## src/design/vvr_pkg.sv

```systemverilog
`timescale 1ns / 1ps

package vvr_pkg;

    // cube geometry
    localparam int CUBE_EDGE = 8;
    localparam int COORD_W   = 3;
    localparam int ROW_AW    = 2 * COORD_W;
    localparam int ROW_DEPTH = CUBE_EDGE * CUBE_EDGE;
    localparam int WALK_W    = 3 * COORD_W;
    localparam int CENTRE2   = CUBE_EDGE - 1;

    // angle and trig widths
    localparam int ANGLE_W = 8;
    localparam int TRIG_W  = 9;
    localparam int AXIS_W  = 2;

    // rotation plane codes
    localparam logic [AXIS_W-1:0] AXIS_XY = 2'd0;
    localparam logic [AXIS_W-1:0] AXIS_XZ = 2'd1;
    localparam logic [AXIS_W-1:0] AXIS_YZ = 2'd2;

    // command codes
    localparam logic CMD_LOAD   = 1'b0;
    localparam logic CMD_RENDER = 1'b1;

    // offset sine, 128 is zero
    localparam logic [7:0] SINE_TABLE [256] = '{
        8'd128, 8'd131, 8'd134, 8'd137, 8'd140, 8'd143, 8'd146, 8'd149,
        8'd152, 8'd155, 8'd158, 8'd162, 8'd165, 8'd167, 8'd170, 8'd173,
        8'd176, 8'd179, 8'd182, 8'd185, 8'd188, 8'd190, 8'd193, 8'd196,
        8'd198, 8'd201, 8'd203, 8'd206, 8'd208, 8'd211, 8'd213, 8'd215,
        8'd218, 8'd220, 8'd222, 8'd224, 8'd226, 8'd228, 8'd230, 8'd232,
        8'd234, 8'd235, 8'd237, 8'd238, 8'd240, 8'd241, 8'd243, 8'd244,
        8'd245, 8'd246, 8'd248, 8'd249, 8'd250, 8'd250, 8'd251, 8'd252,
        8'd253, 8'd253, 8'd254, 8'd254, 8'd254, 8'd255, 8'd255, 8'd255,
        8'd255, 8'd255, 8'd255, 8'd255, 8'd254, 8'd254, 8'd254, 8'd253,
        8'd253, 8'd252, 8'd251, 8'd250, 8'd250, 8'd249, 8'd248, 8'd246,
        8'd245, 8'd244, 8'd243, 8'd241, 8'd240, 8'd238, 8'd237, 8'd235,
        8'd234, 8'd232, 8'd230, 8'd228, 8'd226, 8'd224, 8'd222, 8'd220,
        8'd218, 8'd215, 8'd213, 8'd211, 8'd208, 8'd206, 8'd203, 8'd201,
        8'd198, 8'd196, 8'd193, 8'd190, 8'd188, 8'd185, 8'd182, 8'd179,
        8'd176, 8'd173, 8'd170, 8'd167, 8'd165, 8'd162, 8'd158, 8'd155,
        8'd152, 8'd149, 8'd146, 8'd143, 8'd140, 8'd137, 8'd134, 8'd131,
        8'd128, 8'd124, 8'd121, 8'd118, 8'd115, 8'd112, 8'd109, 8'd106,
        8'd103, 8'd100, 8'd97,  8'd93,  8'd90,  8'd88,  8'd85,  8'd82,
        8'd79,  8'd76,  8'd73,  8'd70,  8'd67,  8'd65,  8'd62,  8'd59,
        8'd57,  8'd54,  8'd52,  8'd49,  8'd47,  8'd44,  8'd42,  8'd40,
        8'd37,  8'd35,  8'd33,  8'd31,  8'd29,  8'd27,  8'd25,  8'd23,
        8'd21,  8'd20,  8'd18,  8'd17,  8'd15,  8'd14,  8'd12,  8'd11,
        8'd10,  8'd9,   8'd7,   8'd6,   8'd5,   8'd5,   8'd4,   8'd3,
        8'd2,   8'd2,   8'd1,   8'd1,   8'd1,   8'd0,   8'd0,   8'd0,
        8'd0,   8'd0,   8'd0,   8'd0,   8'd1,   8'd1,   8'd1,   8'd2,
        8'd2,   8'd3,   8'd4,   8'd5,   8'd5,   8'd6,   8'd7,   8'd9,
        8'd10,  8'd11,  8'd12,  8'd14,  8'd15,  8'd17,  8'd18,  8'd20,
        8'd21,  8'd23,  8'd25,  8'd27,  8'd29,  8'd31,  8'd33,  8'd35,
        8'd37,  8'd40,  8'd42,  8'd44,  8'd47,  8'd49,  8'd52,  8'd54,
        8'd57,  8'd59,  8'd62,  8'd65,  8'd67,  8'd70,  8'd73,  8'd76,
        8'd79,  8'd82,  8'd85,  8'd88,  8'd90,  8'd93,  8'd97,  8'd100,
        8'd103, 8'd106, 8'd109, 8'd112, 8'd115, 8'd118, 8'd121, 8'd124
    };

    // input item
    typedef struct packed {
        logic               cmd;
        logic [2:0]         layer_index;
        logic [2:0]         row_index;
        logic [7:0]         row_bits;
        logic [ANGLE_W-1:0] angle;
        logic               counter_clockwise;
    } in_item_t;

    // result item
    typedef struct packed {
        logic [2:0] out_layer;
        logic [2:0] out_row;
        logic [7:0] out_bits;
        logic       last;
    } out_item_t;

    // voxel walk position, one per cycle
    typedef struct packed {
        logic               valid;
        logic [COORD_W-1:0] z;
        logic [COORD_W-1:0] y;
        logic [COORD_W-1:0] x;
    } walk_t;

    // target voxel update
    typedef struct packed {
        logic               valid;
        logic [ROW_AW-1:0]  addr;
        logic [COORD_W-1:0] bitpos;
    } upd_t;

endpackage

```

## src/design/voxel_volume_rotator.sv

```systemverilog
`timescale 1ns / 1ps

// 8x8x8 one-bit voxel volume rotator
// req channel (req_valid, req_stall, req_item): a load item writes one source
// row; a render item rotates the stored volume by angle about the plane held
// in the configuration register and returns 64 target rows.
// rsp channel (rsp_valid, rsp_stall, rsp_item): rows in order layer 0..7, row
// 0..7 within a layer, last set on the final row.
// cfg channel (cfg_valid, cfg_ready, cfg_data): 2-bit rotation plane, always
// ready; write it only while no render is in progress.
// a render walks all 512 voxels one per cycle through read-modify-write of the
// target memory, drains the walk, mapper and write-back registers, then reads
// out 64 rows one per cycle while the receiver does not stall. A load leaves
// req_stall low, so another item can follow it.
// req_stall is high from a render transfer until its last row is loaded into
// the output register; the output register holds a stalled row unchanged.
// reset clears source and target volumes, the plane register and all control.

module voxel_volume_rotator
    import vvr_pkg::*;
(
    input  logic              clk,
    input  logic              rst_n,
    input  logic              req_valid,
    output logic              req_stall,
    input  in_item_t          req_item,
    output logic              rsp_valid,
    input  logic              rsp_stall,
    output out_item_t         rsp_item,
    input  logic              cfg_valid,
    output logic              cfg_ready,
    input  logic [AXIS_W-1:0] cfg_data
);

    typedef enum logic [3:0] {
        ST_IDLE  = 4'b0001,
        ST_WALK  = 4'b0010,
        ST_DRAIN = 4'b0100,
        ST_EMIT  = 4'b1000
    } state_t;

    state_t                    state_reg;
    state_t                    state_next;
    logic [AXIS_W-1:0]         axis_reg;
    logic [WALK_W-1:0]         walk_cnt_reg;
    logic [WALK_W-1:0]         walk_cnt_next;
    walk_t                     walk_reg;
    walk_t                     walk_next;
    logic [ROW_AW-1:0]         emit_idx_reg;
    logic [ROW_AW-1:0]         emit_idx_next;
    logic signed [TRIG_W-1:0]  sin_reg;
    logic signed [TRIG_W-1:0]  cos_reg;
    logic [ANGLE_W-1:0]        angle_eff;
    logic [ANGLE_W-1:0]        cos_idx;
    logic                      rsp_valid_reg;
    logic                      rsp_valid_next;
    out_item_t                 rsp_item_reg;
    logic                      req_xfer;
    logic                      load_xfer;
    logic                      render_xfer;
    logic                      out_load;
    logic [CUBE_EDGE-1:0]      src_bits;
    logic [CUBE_EDGE-1:0]      emit_bits;
    logic                      tgt_busy;
    upd_t                      upd;

    assign req_stall   = (state_reg != ST_IDLE);
    assign req_xfer    = req_valid && !req_stall;
    assign load_xfer   = req_xfer && (req_item.cmd == CMD_LOAD);
    assign render_xfer = req_xfer && (req_item.cmd == CMD_RENDER);
    assign cfg_ready   = 1'b1;

    // angle direction and sine/negated cosine lookup
    assign angle_eff = req_item.counter_clockwise ? req_item.angle
                                                   : ANGLE_W'(8'd0 - req_item.angle);
    assign cos_idx   = angle_eff - ANGLE_W'(64);

    always_ff @(posedge clk)
    begin
        if (render_xfer)
        begin
            sin_reg <= signed'({1'b0, SINE_TABLE[angle_eff]}) - 9'sd128;
            cos_reg <= signed'({1'b0, SINE_TABLE[cos_idx]}) - 9'sd128;
        end
    end

    // rotation plane register
    always_ff @(posedge clk or negedge rst_n)
    begin
        if (!rst_n)
        begin
            axis_reg <= AXIS_XY;
        end
        else if (cfg_valid && cfg_ready)
        begin
            axis_reg <= cfg_data;
        end
    end

    assign out_load = (state_reg == ST_EMIT) && (!rsp_valid_reg || !rsp_stall);

    // sequencer
    always_comb
    begin
        state_next    = state_reg;
        walk_cnt_next = walk_cnt_reg;
        emit_idx_next = emit_idx_reg;
        walk_next     = '0;
        case (state_reg)
            ST_IDLE:
            begin
                if (render_xfer)
                begin
                    walk_cnt_next = '0;
                    state_next    = ST_WALK;
                end
            end
            ST_WALK:
            begin
                walk_next.valid = 1'b1;
                walk_next.z     = walk_cnt_reg[WALK_W-1:2*COORD_W];
                walk_next.y     = walk_cnt_reg[2*COORD_W-1:COORD_W];
                walk_next.x     = walk_cnt_reg[COORD_W-1:0];
                walk_cnt_next   = walk_cnt_reg + WALK_W'(1);
                if (walk_cnt_reg == '1)
                begin
                    state_next = ST_DRAIN;
                end
            end
            ST_DRAIN:
            begin
                emit_idx_next = '0;
                if (!walk_reg.valid && !upd.valid && !tgt_busy)
                begin
                    state_next = ST_EMIT;
                end
            end
            ST_EMIT:
            begin
                if (out_load)
                begin
                    emit_idx_next = emit_idx_reg + ROW_AW'(1);
                    if (emit_idx_reg == '1)
                    begin
                        state_next = ST_IDLE;
                    end
                end
            end
            default:
            begin
                state_next = ST_IDLE;
            end
        endcase
    end

    always_ff @(posedge clk or negedge rst_n)
    begin
        if (!rst_n)
        begin
            state_reg    <= ST_IDLE;
            walk_cnt_reg <= '0;
            walk_reg     <= '0;
            emit_idx_reg <= '0;
        end
        else
        begin
            state_reg    <= state_next;
            walk_cnt_reg <= walk_cnt_next;
            walk_reg     <= walk_next;
            emit_idx_reg <= emit_idx_next;
        end
    end

    // output register
    always_comb
    begin
        rsp_valid_next = rsp_valid_reg;
        if (out_load)
        begin
            rsp_valid_next = 1'b1;
        end
        else if (!rsp_stall)
        begin
            rsp_valid_next = 1'b0;
        end
    end

    always_ff @(posedge clk or negedge rst_n)
    begin
        if (!rst_n)
        begin
            rsp_valid_reg <= 1'b0;
        end
        else
        begin
            rsp_valid_reg <= rsp_valid_next;
        end
    end

    always_ff @(posedge clk)
    begin
        if (out_load)
        begin
            rsp_item_reg.out_layer <= emit_idx_reg[ROW_AW-1:COORD_W];
            rsp_item_reg.out_row   <= emit_idx_reg[COORD_W-1:0];
            rsp_item_reg.out_bits  <= emit_bits;
            rsp_item_reg.last      <= (emit_idx_reg == '1);
        end
    end

    assign rsp_valid = rsp_valid_reg;
    assign rsp_item  = rsp_item_reg;

    vvr_source_store u_source (
        .clk     (clk),
        .rst_n   (rst_n),
        .wr_en   (load_xfer),
        .wr_addr ({req_item.layer_index, req_item.row_index}),
        .wr_data (req_item.row_bits),
        .rd_addr (walk_cnt_reg[WALK_W-1:COORD_W]),
        .rd_data (src_bits)
    );

    vvr_mapper u_mapper (
        .clk      (clk),
        .rst_n    (rst_n),
        .walk     (walk_reg),
        .src_bits (src_bits),
        .axis     (axis_reg),
        .sin_val  (sin_reg),
        .cos_val  (cos_reg),
        .upd      (upd)
    );

    vvr_target_store u_target (
        .clk       (clk),
        .rst_n     (rst_n),
        .clear     (render_xfer),
        .upd       (upd),
        .emit_addr (emit_idx_next),
        .emit_bits (emit_bits),
        .busy      (tgt_busy)
    );

endmodule

```

## src/design/vvr_source_store.sv

```systemverilog
`timescale 1ns / 1ps

module vvr_source_store
    import vvr_pkg::*;
(
    input  logic                 clk,
    input  logic                 rst_n,
    input  logic                 wr_en,
    input  logic [ROW_AW-1:0]    wr_addr,
    input  logic [CUBE_EDGE-1:0] wr_data,
    input  logic [ROW_AW-1:0]    rd_addr,
    output logic [CUBE_EDGE-1:0] rd_data
);

    logic [CUBE_EDGE-1:0] src_mem [ROW_DEPTH];
    logic [ROW_DEPTH-1:0] src_vld_reg;
    logic [CUBE_EDGE-1:0] rd_raw_reg;
    logic                 rd_ok_reg;

    // row storage with registered read
    always_ff @(posedge clk)
    begin
        if (wr_en)
        begin
            src_mem[wr_addr] <= wr_data;
        end
        rd_raw_reg <= src_mem[rd_addr];
    end

    // written flags, unwritten rows read as zero
    always_ff @(posedge clk or negedge rst_n)
    begin
        if (!rst_n)
        begin
            src_vld_reg <= '0;
            rd_ok_reg   <= 1'b0;
        end
        else
        begin
            if (wr_en)
            begin
                src_vld_reg[wr_addr] <= 1'b1;
            end
            rd_ok_reg <= src_vld_reg[rd_addr];
        end
    end

    assign rd_data = rd_ok_reg ? rd_raw_reg : '0;

endmodule

```

## src/design/vvr_mapper.sv

```systemverilog
`timescale 1ns / 1ps

module vvr_mapper
    import vvr_pkg::*;
(
    input  logic                     clk,
    input  logic                     rst_n,
    input  walk_t                    walk,
    input  logic [CUBE_EDGE-1:0]     src_bits,
    input  logic [AXIS_W-1:0]        axis,
    input  logic signed [TRIG_W-1:0] sin_val,
    input  logic signed [TRIG_W-1:0] cos_val,
    output upd_t                     upd
);

    // truncating /128, add centre, truncating /2
    function automatic logic signed [5:0] map_div(input logic signed [14:0] v);
        logic signed [14:0] adj;
        logic signed [7:0]  d;
        logic signed [7:0]  t;
        logic signed [7:0]  t_adj;
        adj   = v[14] ? v + 15'sd127 : v;
        d     = signed'(adj[14:7]);
        t     = d + 8'(CENTRE2);
        t_adj = t[7] ? t + 8'sd1 : t;
        return signed'(t_adj[6:1]);
    endfunction

    logic signed [4:0]  xt;
    logic signed [4:0]  yt;
    logic signed [4:0]  zt;
    logic signed [4:0]  p_val;
    logic signed [4:0]  q_val;
    logic signed [13:0] p_c;
    logic signed [13:0] q_s;
    logic signed [13:0] p_s;
    logic signed [13:0] q_c;
    logic signed [14:0] first_v;
    logic signed [14:0] second_v;
    logic signed [5:0]  first_m;
    logic signed [5:0]  second_m;
    logic signed [5:0]  tx;
    logic signed [5:0]  ty;
    logic signed [5:0]  tz;
    logic               axis_ok;
    logic               in_cube;
    upd_t               upd_next;
    upd_t               upd_reg;

    // doubled coordinates about the cube centre
    assign xt = signed'({1'b0, walk.x, 1'b0}) - 5'(CENTRE2);
    assign yt = signed'({1'b0, walk.y, 1'b0}) - 5'(CENTRE2);
    assign zt = signed'({1'b0, walk.z, 1'b0}) - 5'(CENTRE2);

    // pick the rotated pair
    always_comb
    begin
        p_val   = xt;
        q_val   = yt;
        axis_ok = 1'b1;
        case (axis)
            AXIS_XY:
            begin
                p_val = xt;
                q_val = yt;
            end
            AXIS_XZ:
            begin
                p_val = xt;
                q_val = zt;
            end
            AXIS_YZ:
            begin
                p_val = yt;
                q_val = zt;
            end
            default:
            begin
                axis_ok = 1'b0;
            end
        endcase
    end

    // rotation products
    assign p_c = p_val * cos_val;
    assign q_s = q_val * sin_val;
    assign p_s = p_val * sin_val;
    assign q_c = q_val * cos_val;

    assign first_v  = 15'(q_s) - 15'(p_c);
    assign second_v = 15'sd0 - 15'(p_s) - 15'(q_c);
    assign first_m  = map_div(first_v);
    assign second_m = map_div(second_v);

    // place the mapped pair back into x, y, z
    always_comb
    begin
        tx = signed'({3'b000, walk.x});
        ty = signed'({3'b000, walk.y});
        tz = signed'({3'b000, walk.z});
        case (axis)
            AXIS_XY:
            begin
                tx = first_m;
                ty = second_m;
            end
            AXIS_XZ:
            begin
                tx = first_m;
                tz = second_m;
            end
            AXIS_YZ:
            begin
                ty = first_m;
                tz = second_m;
            end
            default:
            begin
                tx = signed'({3'b000, walk.x});
            end
        endcase
    end

    assign in_cube = (tx[5:3] == 3'b000) && (ty[5:3] == 3'b000) && (tz[5:3] == 3'b000);

    always_comb
    begin
        upd_next.valid  = walk.valid && src_bits[walk.x] && axis_ok && in_cube;
        upd_next.addr   = {tz[2:0], ty[2:0]};
        upd_next.bitpos = tx[2:0];
    end

    // stage register after the products
    always_ff @(posedge clk or negedge rst_n)
    begin
        if (!rst_n)
        begin
            upd_reg <= '0;
        end
        else
        begin
            upd_reg <= upd_next;
        end
    end

    assign upd = upd_reg;

endmodule

```

## src/design/vvr_target_store.sv

```systemverilog
`timescale 1ns / 1ps

module vvr_target_store
    import vvr_pkg::*;
(
    input  logic                 clk,
    input  logic                 rst_n,
    input  logic                 clear,
    input  upd_t                 upd,
    input  logic [ROW_AW-1:0]    emit_addr,
    output logic [CUBE_EDGE-1:0] emit_bits,
    output logic                 busy
);

    logic [CUBE_EDGE-1:0] tgt_mem [ROW_DEPTH];
    logic [ROW_DEPTH-1:0] tgt_vld_reg;
    logic [ROW_AW-1:0]    rd_addr;
    logic [CUBE_EDGE-1:0] rd_raw_reg;
    logic                 rd_ok_reg;
    logic                 wb_vld_reg;
    logic [ROW_AW-1:0]    wb_addr_reg;
    logic [COORD_W-1:0]   wb_bit_reg;
    logic                 fwd_vld_reg;
    logic [ROW_AW-1:0]    fwd_addr_reg;
    logic [CUBE_EDGE-1:0] fwd_data_reg;
    logic [CUBE_EDGE-1:0] rd_row;
    logic [CUBE_EDGE-1:0] base_row;
    logic [CUBE_EDGE-1:0] merged_row;

    // one read port shared by update reads and row output
    assign rd_addr = upd.valid ? upd.addr : emit_addr;

    assign rd_row     = rd_ok_reg ? rd_raw_reg : '0;
    // write of the previous cycle is not yet in the read data
    assign base_row   = (fwd_vld_reg && (fwd_addr_reg == wb_addr_reg)) ? fwd_data_reg : rd_row;
    assign merged_row = base_row | (CUBE_EDGE'(1) << wb_bit_reg);

    // memory read and write back
    always_ff @(posedge clk)
    begin
        rd_raw_reg <= tgt_mem[rd_addr];
        if (wb_vld_reg)
        begin
            tgt_mem[wb_addr_reg] <= merged_row;
        end
        wb_addr_reg  <= upd.addr;
        wb_bit_reg   <= upd.bitpos;
        fwd_addr_reg <= wb_addr_reg;
        fwd_data_reg <= merged_row;
    end

    // row flags cleared at once for a new frame
    always_ff @(posedge clk or negedge rst_n)
    begin
        if (!rst_n)
        begin
            tgt_vld_reg <= '0;
            rd_ok_reg   <= 1'b0;
            wb_vld_reg  <= 1'b0;
            fwd_vld_reg <= 1'b0;
        end
        else
        begin
            if (clear)
            begin
                tgt_vld_reg <= '0;
            end
            else if (wb_vld_reg)
            begin
                tgt_vld_reg[wb_addr_reg] <= 1'b1;
            end
            rd_ok_reg   <= tgt_vld_reg[rd_addr];
            wb_vld_reg  <= upd.valid;
            fwd_vld_reg <= wb_vld_reg;
        end
    end

    assign emit_bits = rd_row;
    assign busy      = wb_vld_reg;

endmodule

```

## config.mk

```make
export PLATFORM = sky130hd
export DESIGN_NAME = voxel_volume_rotator
export DESIGN_NICKNAME = d
export VERILOG_FILES = /design/src/design/vvr_pkg.sv /design/src/design/voxel_volume_rotator.sv /design/src/design/vvr_source_store.sv /design/src/design/vvr_mapper.sv /design/src/design/vvr_target_store.sv
export SDC_FILE = /design/constraint.sdc
export NUM_CORES = 2
export LEC_CHECK = 0
export BUFFER_PORTS_ARGS = -buffer_cell sky130_fd_sc_hd__buf_2
export CORE_MARGIN = 2
export CORE_UTILIZATION = 40
export CTS_BUF_LIST = sky130_fd_sc_hd__clkbuf_2
export CTS_CLUSTER_SIZE = 10
export DETAILED_ROUTE_END_ITERATION = 8
export GPL_TIMING_DRIVEN = 1
export PLACE_DENSITY = 0.55
export REMOVE_ABC_BUFFERS = 1
export SYNTH_ARGS = -nofsm -noshare
export SYNTH_HDL_FRONTEND = slang
export SYNTH_SLANG_ARGS = --single-unit
```

## constraint.sdc

```tcl
create_clock -name clk -period 18.63 [get_ports clk]
set_input_delay 1.863 -clock clk [delete_from_list [all_inputs] [get_ports clk]]
set_output_delay 1.863 -clock clk [all_outputs]
set_load 0.02 [all_outputs]
```

* Word-level counts from Yosys, hierarchy flattened *
Memories as Yosys holds them, arrays and structs flattened. A register that Yosys moved wholly into a read port is not among the register bits.
Index checks and enable logic that the tools add are counted.

storage, ports and cells
  register bits after elaboration = 230
  memory bits (writable) = 1,024
  memory bits (read-only) = 4,096
  input port bits = 31
  output and inout bits = 18
  memories = 4

operators by class
  add/subtract/negate cells = 18
  $mul = 4
  order comparisons = 9
  equal/unequal tests = 16
  shift-type cells = 1
  multiplexer cells = 48
  bitwise operators = 6
  reduce and logical (&&, ||, !) cells = 32

memory list
  name              words  bits a word  rd ports  clocked after memory_dff  write ports  RTL line                    RTL
  (name not given)  256    8            1         0                         0            voxel_volume_rotator.sv:83  cos_reg <= signed'({1'b0, SINE_TABLE[cos_idx]}) - 9'sd128;
  (name not given)  256    8            1         0                         0            voxel_volume_rotator.sv:82  sin_reg <= signed'({1'b0, SINE_TABLE[angle_eff]}) - 9'sd128;
  u_source.src_mem  64     8            1         1                         1            vvr_source_store.sv:15      logic [CUBE_EDGE-1:0] src_mem [ROW_DEPTH];
  u_target.tgt_mem  64     8            1         1                         1            vvr_target_store.sv:15      logic [CUBE_EDGE-1:0] tgt_mem [ROW_DEPTH];

operators with widths
  operator                                                    number
  two-way mux 64 bit                                          2
  bitwise OR 64 bit                                           2
  two-way mux 8 bit                                           8
  multiplier 5 x 9 -> 14 bit                                  4
  adder 15 x 8 -> 15 bit, second input constant               2
  two-way mux 15 bit                                          2
  less-than comparator 6 x 7 -> 1 bit, second input constant  4
  two-way mux 6 bit                                           4
  one-hot mux 6 bit (2 select lines)                          2
  two-way mux 4 bit                                           5
  greater-or-equal comparator 9 bit, second input constant    2
  NOT 8 -> 9 bit                                              2
  one-hot mux 9 bit (2 select lines)                          1
  subtractor 8 x 8 -> 9 bit, second input constant            2
  adder 8 x 4 -> 8 bit, second input constant                 2
  one-hot mux 4 bit (4 select lines)                          1
  subtractor 1 x 14 -> 15 bit, first input constant           1
  subtractor 14 x 14 -> 15 bit                                1
  subtractor 15 x 14 -> 15 bit                                1
  subtractor 4 x 3 -> 5 bit, second input constant            3
  adder 7 x 2 -> 7 bit, second input constant                 2
  logical AND 1 bit                                           14
  two-way mux 7 bit                                           2
  binary-select mux 1 bit (select 6 bit)                      2
  other kinds (36)                                            63

* Longest topological paths before layout *
  depth in word-level cells = 15
  mapped depth = 34

* By module *
From an unflattened synthesis, not the netlist that was laid out.

second synthesis, totals
  cells, all modules = 5,264
  area total of the unflattened synthesis = 64,845.9 µm²

modules (own cells, without submodules)
  module                times used  cells an instance  area each (µm²)  seq. area each (µm²)
  vvr_target_store      1           2,547              28,320.9         17,671.9
  vvr_source_store      1           1,124              22,703.0         17,161.5
  vvr_mapper            1           937                8,373.0          250.2
  voxel_volume_rotator  1           656                5,449.0          1,732.9

* Least setup slack after synthesis *
No wires, ideal clock.

  path type = register -> register
  start point = reg axis_reg[0]
  end point = reg u_mapper.upd_reg, in the netlist u_mapper.upd[9]
  setup time = 86 ps
  data arrival time = 7,721 ps
  data required time = 18,544 ps
  path slack = 10,823 ps
  cell stages (with the launch flop) = 32
  path buffers = 3
  period minus slack after synthesis = 7,807 ps
  cell sequence = dfrtp_1 inv_1 ha_1 clkbuf_1 mux2_2 inv_1 buf_1 nand2_1 fa_1 fa_1 inv_1 fa_1 fa_1 inv_1 fa_1 inv_1 ha_1 clkbuf_1 a21oi_1 nand2b_1 o21ai_0 a21o_1 and3_1 nand2_1 xor2_1 ha_1 inv_1 or4_1 nand3_1 nand3_1 or4_1 a32oi_1

RTL lines
  element                 RTL line                    RTL
  from (decl)             voxel_volume_rotator.sv:44  logic [AXIS_W-1:0] axis_reg;
  from (signal assigned)  voxel_volume_rotator.sv:96  axis_reg <= cfg_data;
  to (signal assigned)    vvr_mapper.sv:142           upd_reg <= upd_next;
  to (decl)               vvr_mapper.sv:48            upd_t upd_reg;

==> impl_metrics.xml <==
<?xml version="1.0" encoding="UTF-8"?>
<metrics>
  <group name="die">
    <metric name="die_height" unit="µm">387</metric>
    <metric name="fp.coreArea" unit="µm²">146000</metric>
    <metric name="chipWidth" unit="µm">387</metric>
    <metric name="num_rows" unit="">140</metric>
    <metric name="io_pins" unit="">49</metric>
    <metric name="starting_density_of_the_core" unit="%">40.3</metric>
    <metric name="die-area" unit="µm²">150000</metric>
  </group>
  <group name="global_route">
    <metric name="first_global_vias" unit="">34100</metric>
    <metric name="grtUsageTotal" unit="%">18.6</metric>
    <metric name="initial_antenna_violation_count" unit="">6</metric>
    <metric name="busiest_layer" unit="">met2</metric>
    <metric name="globalRouteMet2Util" unit="%">29.2</metric>
    <metric name="pin_count_of_the_biggest_net_entering_global_routing" unit="">112</metric>
    <metric name="grt_util_met3" unit="%">3.59</metric>
    <metric name="grt_use_met1" unit="%">26.4</metric>
    <metric name="grt_pass1_wl" unit="µm">212000</metric>
    <metric name="total_gr_overflow" unit="">0</metric>
  </group>
  <group name="place">
    <metric name="gp_congestion" unit="">0.824</metric>
    <metric name="hpwl" unit="µm">86100</metric>
    <metric name="buffer_ports.inserted" unit="">47</metric>
    <metric name="place_area" unit="µm²">61200</metric>
  </group>
  <group name="worst_hold_path">
    <metric name="worst_hold_path_type" unit="">input pin to asynchronous set/reset pin</metric>
  </group>
  <group name="worst_setup_path">
    <metric name="critical_path.max_fanout" unit="">17</metric>
    <metric name="worstPathRequired" unit="ns">20.11</metric>
    <metric name="critPathCaptureType" unit="">flip-flop</metric>
    <metric name="cpPeakStageDelay" unit="ns">0.54</metric>
    <metric name="start_kind" unit="">flip-flop</metric>
    <metric name="cp_common_cell" unit="">sky130_fd_sc_hd__inv_1</metric>
    <metric name="critical_path_data_arrival_time" unit="ns">9.98</metric>
    <metric name="setup.worst_path.start" unit="">axis_reg[0]$_DFFE_PN0P_</metric>
    <metric name="crit_type" unit="">flip-flop to flip-flop</metric>
    <metric name="rr_startpoint" unit="">axis_reg[0]$_DFFE_PN0P_</metric>
    <metric name="crit_path_top_delay_cell" unit="">sky130_fd_sc_hd__fa_1</metric>
  </group>
  <group name="cts">
    <metric name="path_clk_slew" unit="ns">0.11</metric>
    <metric name="cts_hold_buf" unit="">0</metric>
    <metric name="post_cts_resized" unit="">0</metric>
    <metric name="cts_setup_buffers" unit="">0</metric>
    <metric name="clock_tree_from_tritoncts" unit="">built</metric>
    <metric name="cts-buffers-inserted" unit="">333</metric>
    <metric name="clock_tree.buffer_depth" unit="">4</metric>
    <metric name="latest_clock_arrival_within_the_worst_skew_pair" unit="ns">1.63</metric>
    <metric name="cts_max_level" unit="">5</metric>
    <metric name="clock-sinks" unit="">1268</metric>
    <metric name="clock-root-buffer" unit="">sky130_fd_sc_hd__clkbuf_2</metric>
  </group>
  <group name="synthesis">
    <metric name="synth_ff_type" unit="">sky130_fd_sc_hd__edfxtp_1</metric>
    <metric name="yosysTopAreaCell" unit="">sky130_fd_sc_hd__edfxtp_1</metric>
    <metric name="synth_enable_flop_cells" unit="">1055</metric>
    <metric name="register_bit_count_reported_by_yosys" unit="">1268</metric>
    <metric name="synthesis.area_per_instance" unit="µm²">15.7</metric>
    <metric name="ys_async_sr_fraction" unit="%">13.7</metric>
    <metric name="post_synth_instance_area" unit="µm²">58800</metric>
    <metric name="synth.area.top_cells" unit="">sky130_fd_sc_hd__edfxtp_1 54%, sky130_fd_sc_hd__mux4_2 13%, sky130_fd_sc_hd__dfrtp_1 7.4%</metric>
    <metric name="synth_top_area_share" unit="%">53.9</metric>
    <metric name="synth-warning-count" unit="">0</metric>
    <metric name="syn_inst" unit="">3736</metric>
    <metric name="netlist-cell-type-count" unit="">79</metric>
    <metric name="yosysSeqAreaShare" unit="%">62.6</metric>
  </group>
  <group name="routing">
    <metric name="detail_route.drc_violations" unit="">0</metric>
    <metric name="vias_per_cell" unit="">5.33</metric>
    <metric name="detail-route-antenna-nets" unit="">0</metric>
    <metric name="via_count" unit="">32700</metric>
    <metric name="detail_route.wirelength" unit="µm">138000</metric>
    <metric name="post_drt_wl_per_cell" unit="µm">22.5</metric>
    <metric name="drt_iter0_markers" unit="">2752</metric>
    <metric name="drt_pass1_iterations" unit="">5</metric>
  </group>
  <group name="layout">
    <metric name="fin_nets" unit="">4275</metric>
    <metric name="area.growth.synth_to_final" unit="%">9.00</metric>
    <metric name="finish.instance_area" unit="µm²">64100</metric>
    <metric name="largest_registers_in_the_final_layout" unit="">u_source.src_mem x512, u_target.tgt_mem x512</metric>
    <metric name="proportion_of_layout_cells_with_a_drive_suffix_above_1" unit="%">25.7</metric>
  </group>
  <group name="timing">
    <metric name="final_max_slew_viol_count" unit="">0</metric>
    <metric name="final.setup.tns" unit="ns">0</metric>
    <metric name="min_period" unit="ns">8.50</metric>
    <metric name="timing.clock.skew" unit="ns">0.254</metric>
    <metric name="timing.fmax" unit="MHz">118</metric>
    <metric name="slew_headroom" unit="%">20.1</metric>
    <metric name="hold_viol" unit="">0</metric>
    <metric name="min_period_over_period" unit="%">45.6</metric>
    <metric name="timing.final.setup_violations" unit="">0</metric>
    <metric name="rsz0062_at_grt" unit="">false</metric>
    <metric name="tightest_slew" unit="ns">1.19</metric>
  </group>
  <group name="flow_run">
    <metric name="cap_viol_max_count" unit="">0</metric>
  </group>
  <group name="status">
    <metric name="run_status" unit="">complete, no violations</metric>
  </group>
</metrics>
## layer usage
metal / share of wire, % / up-vias / routed length (µm)
met3: 5.5 / 212 / 7630
li1: - / 14700 / -
met2: 48 / 953 / 65800
met1: 45 / 16800 / 61900
met4: 2.0 / 4 / 2810
met5: 0.016 / - / 22
## worst paths after layout
path	end	cells after the start	slack (ns)
max	u_mapper.upd[9]$_DFF_PN0_	29	10.13
min	u_source.src_vld_reg[38]$_DFFE_PN0P_	1	0.24
max reg2reg	u_mapper.upd[9]$_DFF_PN0_	29	10.13
min reg2reg	u_target.wb_bit_reg[2]$_DFF_P_	0	0.35
max in group asynchronous	rsp_valid$_DFFE_PN0P_	2	16.86
min in group clk	u_target.wb_bit_reg[2]$_DFF_P_	0	0.35
## kinds of logic (layout without fill, tap and decap cells)
family,after synthesis,in the layout,synth area share [%]
compound gates,396,396,4.33
xor+xnor,65,65,0.968
fa+ha+maj,268,268,7.65
buf+inv,438,917,3.05
flops,1268,1268,62.6
mux,431,431,14.5
other cells,1,8,0.00638
simple gates,869,869,6.84
## metrics by stage
stage | hold slack [ns] | setup slack, ns | util, % | instances
floorplan | 0.324 | 9.87 | - | 3549
global placement | 0.333 | 10.28 | 42.0 | 5558
detailed placement | 0.331 | 10.11 | 42.0 | 5558
CTS | 0.0328 | 10.17 | 44.0 | 6132
global route | 0.0683 | 9.43 | 44.0 | 6137
finish | 0.240 | 10.13 | 44.0 | 6139
## Yosys cell counts, types with 12 or more instances
cell type                  number
sky130_fd_sc_hd__a21oi_1      109
sky130_fd_sc_hd__nand2b_1      18
sky130_fd_sc_hd__nor2_1       402
sky130_fd_sc_hd__ha_1         116
sky130_fd_sc_hd__xor2_1        23
sky130_fd_sc_hd__fa_1         152
sky130_fd_sc_hd__mux4_2       336
sky130_fd_sc_hd__buf_2         14
sky130_fd_sc_hd__o211ai_1      23
sky130_fd_sc_hd__nand3_1       42
sky130_fd_sc_hd__inv_1        250
sky130_fd_sc_hd__edfxtp_1    1055
sky130_fd_sc_hd__nor2b_1       46
sky130_fd_sc_hd__or2_2         68
sky130_fd_sc_hd__nor3_1        26
sky130_fd_sc_hd__mux2i_1       79
sky130_fd_sc_hd__clkbuf_1     124
sky130_fd_sc_hd__and2_1        51
sky130_fd_sc_hd__a211oi_1      65
sky130_fd_sc_hd__a31oi_1       16
sky130_fd_sc_hd__dfxtp_1       39
sky130_fd_sc_hd__xnor2_1       42
sky130_fd_sc_hd__o21ai_0       87
sky130_fd_sc_hd__mux2_2        16
sky130_fd_sc_hd__a21o_1        12
sky130_fd_sc_hd__nand2_1      154
sky130_fd_sc_hd__dfrtp_1      173
sky130_fd_sc_hd__and3_1        13
sky130_fd_sc_hd__buf_1         27
## layout by cell type, fill, tap and decap left out, types with 14 or more instances in the layout
cell / instances
sky130_fd_sc_hd__a211oi_1: 65
sky130_fd_sc_hd__a21oi_1: 109
sky130_fd_sc_hd__a31oi_1: 16
sky130_fd_sc_hd__and2_1: 51
sky130_fd_sc_hd__buf_2: 46
sky130_fd_sc_hd__buf_4: 43
sky130_fd_sc_hd__clkbuf_2: 523
sky130_fd_sc_hd__clkinv_1: 38
sky130_fd_sc_hd__dfrtp_1: 169
sky130_fd_sc_hd__dfxtp_1: 39
sky130_fd_sc_hd__edfxtp_1: 1055
sky130_fd_sc_hd__fa_1: 152
sky130_fd_sc_hd__ha_1: 116
sky130_fd_sc_hd__inv_1: 249
sky130_fd_sc_hd__mux2_2: 14
sky130_fd_sc_hd__mux2i_1: 76
sky130_fd_sc_hd__mux4_2: 336
sky130_fd_sc_hd__nand2_1: 154
sky130_fd_sc_hd__nand2b_1: 18
sky130_fd_sc_hd__nand3_1: 42
sky130_fd_sc_hd__nor2_1: 402
sky130_fd_sc_hd__nor2b_1: 46
sky130_fd_sc_hd__nor3_1: 26
sky130_fd_sc_hd__o211ai_1: 23
sky130_fd_sc_hd__o21ai_0: 81
sky130_fd_sc_hd__or2_2: 68
sky130_fd_sc_hd__xnor2_1: 38
sky130_fd_sc_hd__xor2_1: 20
## critical path, delay by kind of cell, from the launching register on
family	cells	cell delay, ns
AO/OA/AOI/OAI	6	1.43
multiplexers	1	0.53
buffers and inverters	6	0.84
flip-flops	1	0.39
XOR/XNOR	2	0.50
AND/OR/NAND/NOR	6	1.06
adder cells (fa/ha/maj)	8	3.69
## layout make-up
class | instances | area (µm²)
Fill cell | 13200 | 81700
Sequential cell | 1268 | 36800
Multi-Input combinational cell | 2030 | 20400
Clock buffer | 523 | 2620
Tap cell | 1917 | 2400
Inverter | 251 | 943
Timing Repair Buffer | 92 | 607
Clock inverter | 51 | 260
Antenna cell | 7 | 17.5
Power is not shown: default switching activity piles up to over one toggle a cycle in this logic, so the estimate is an artifact.
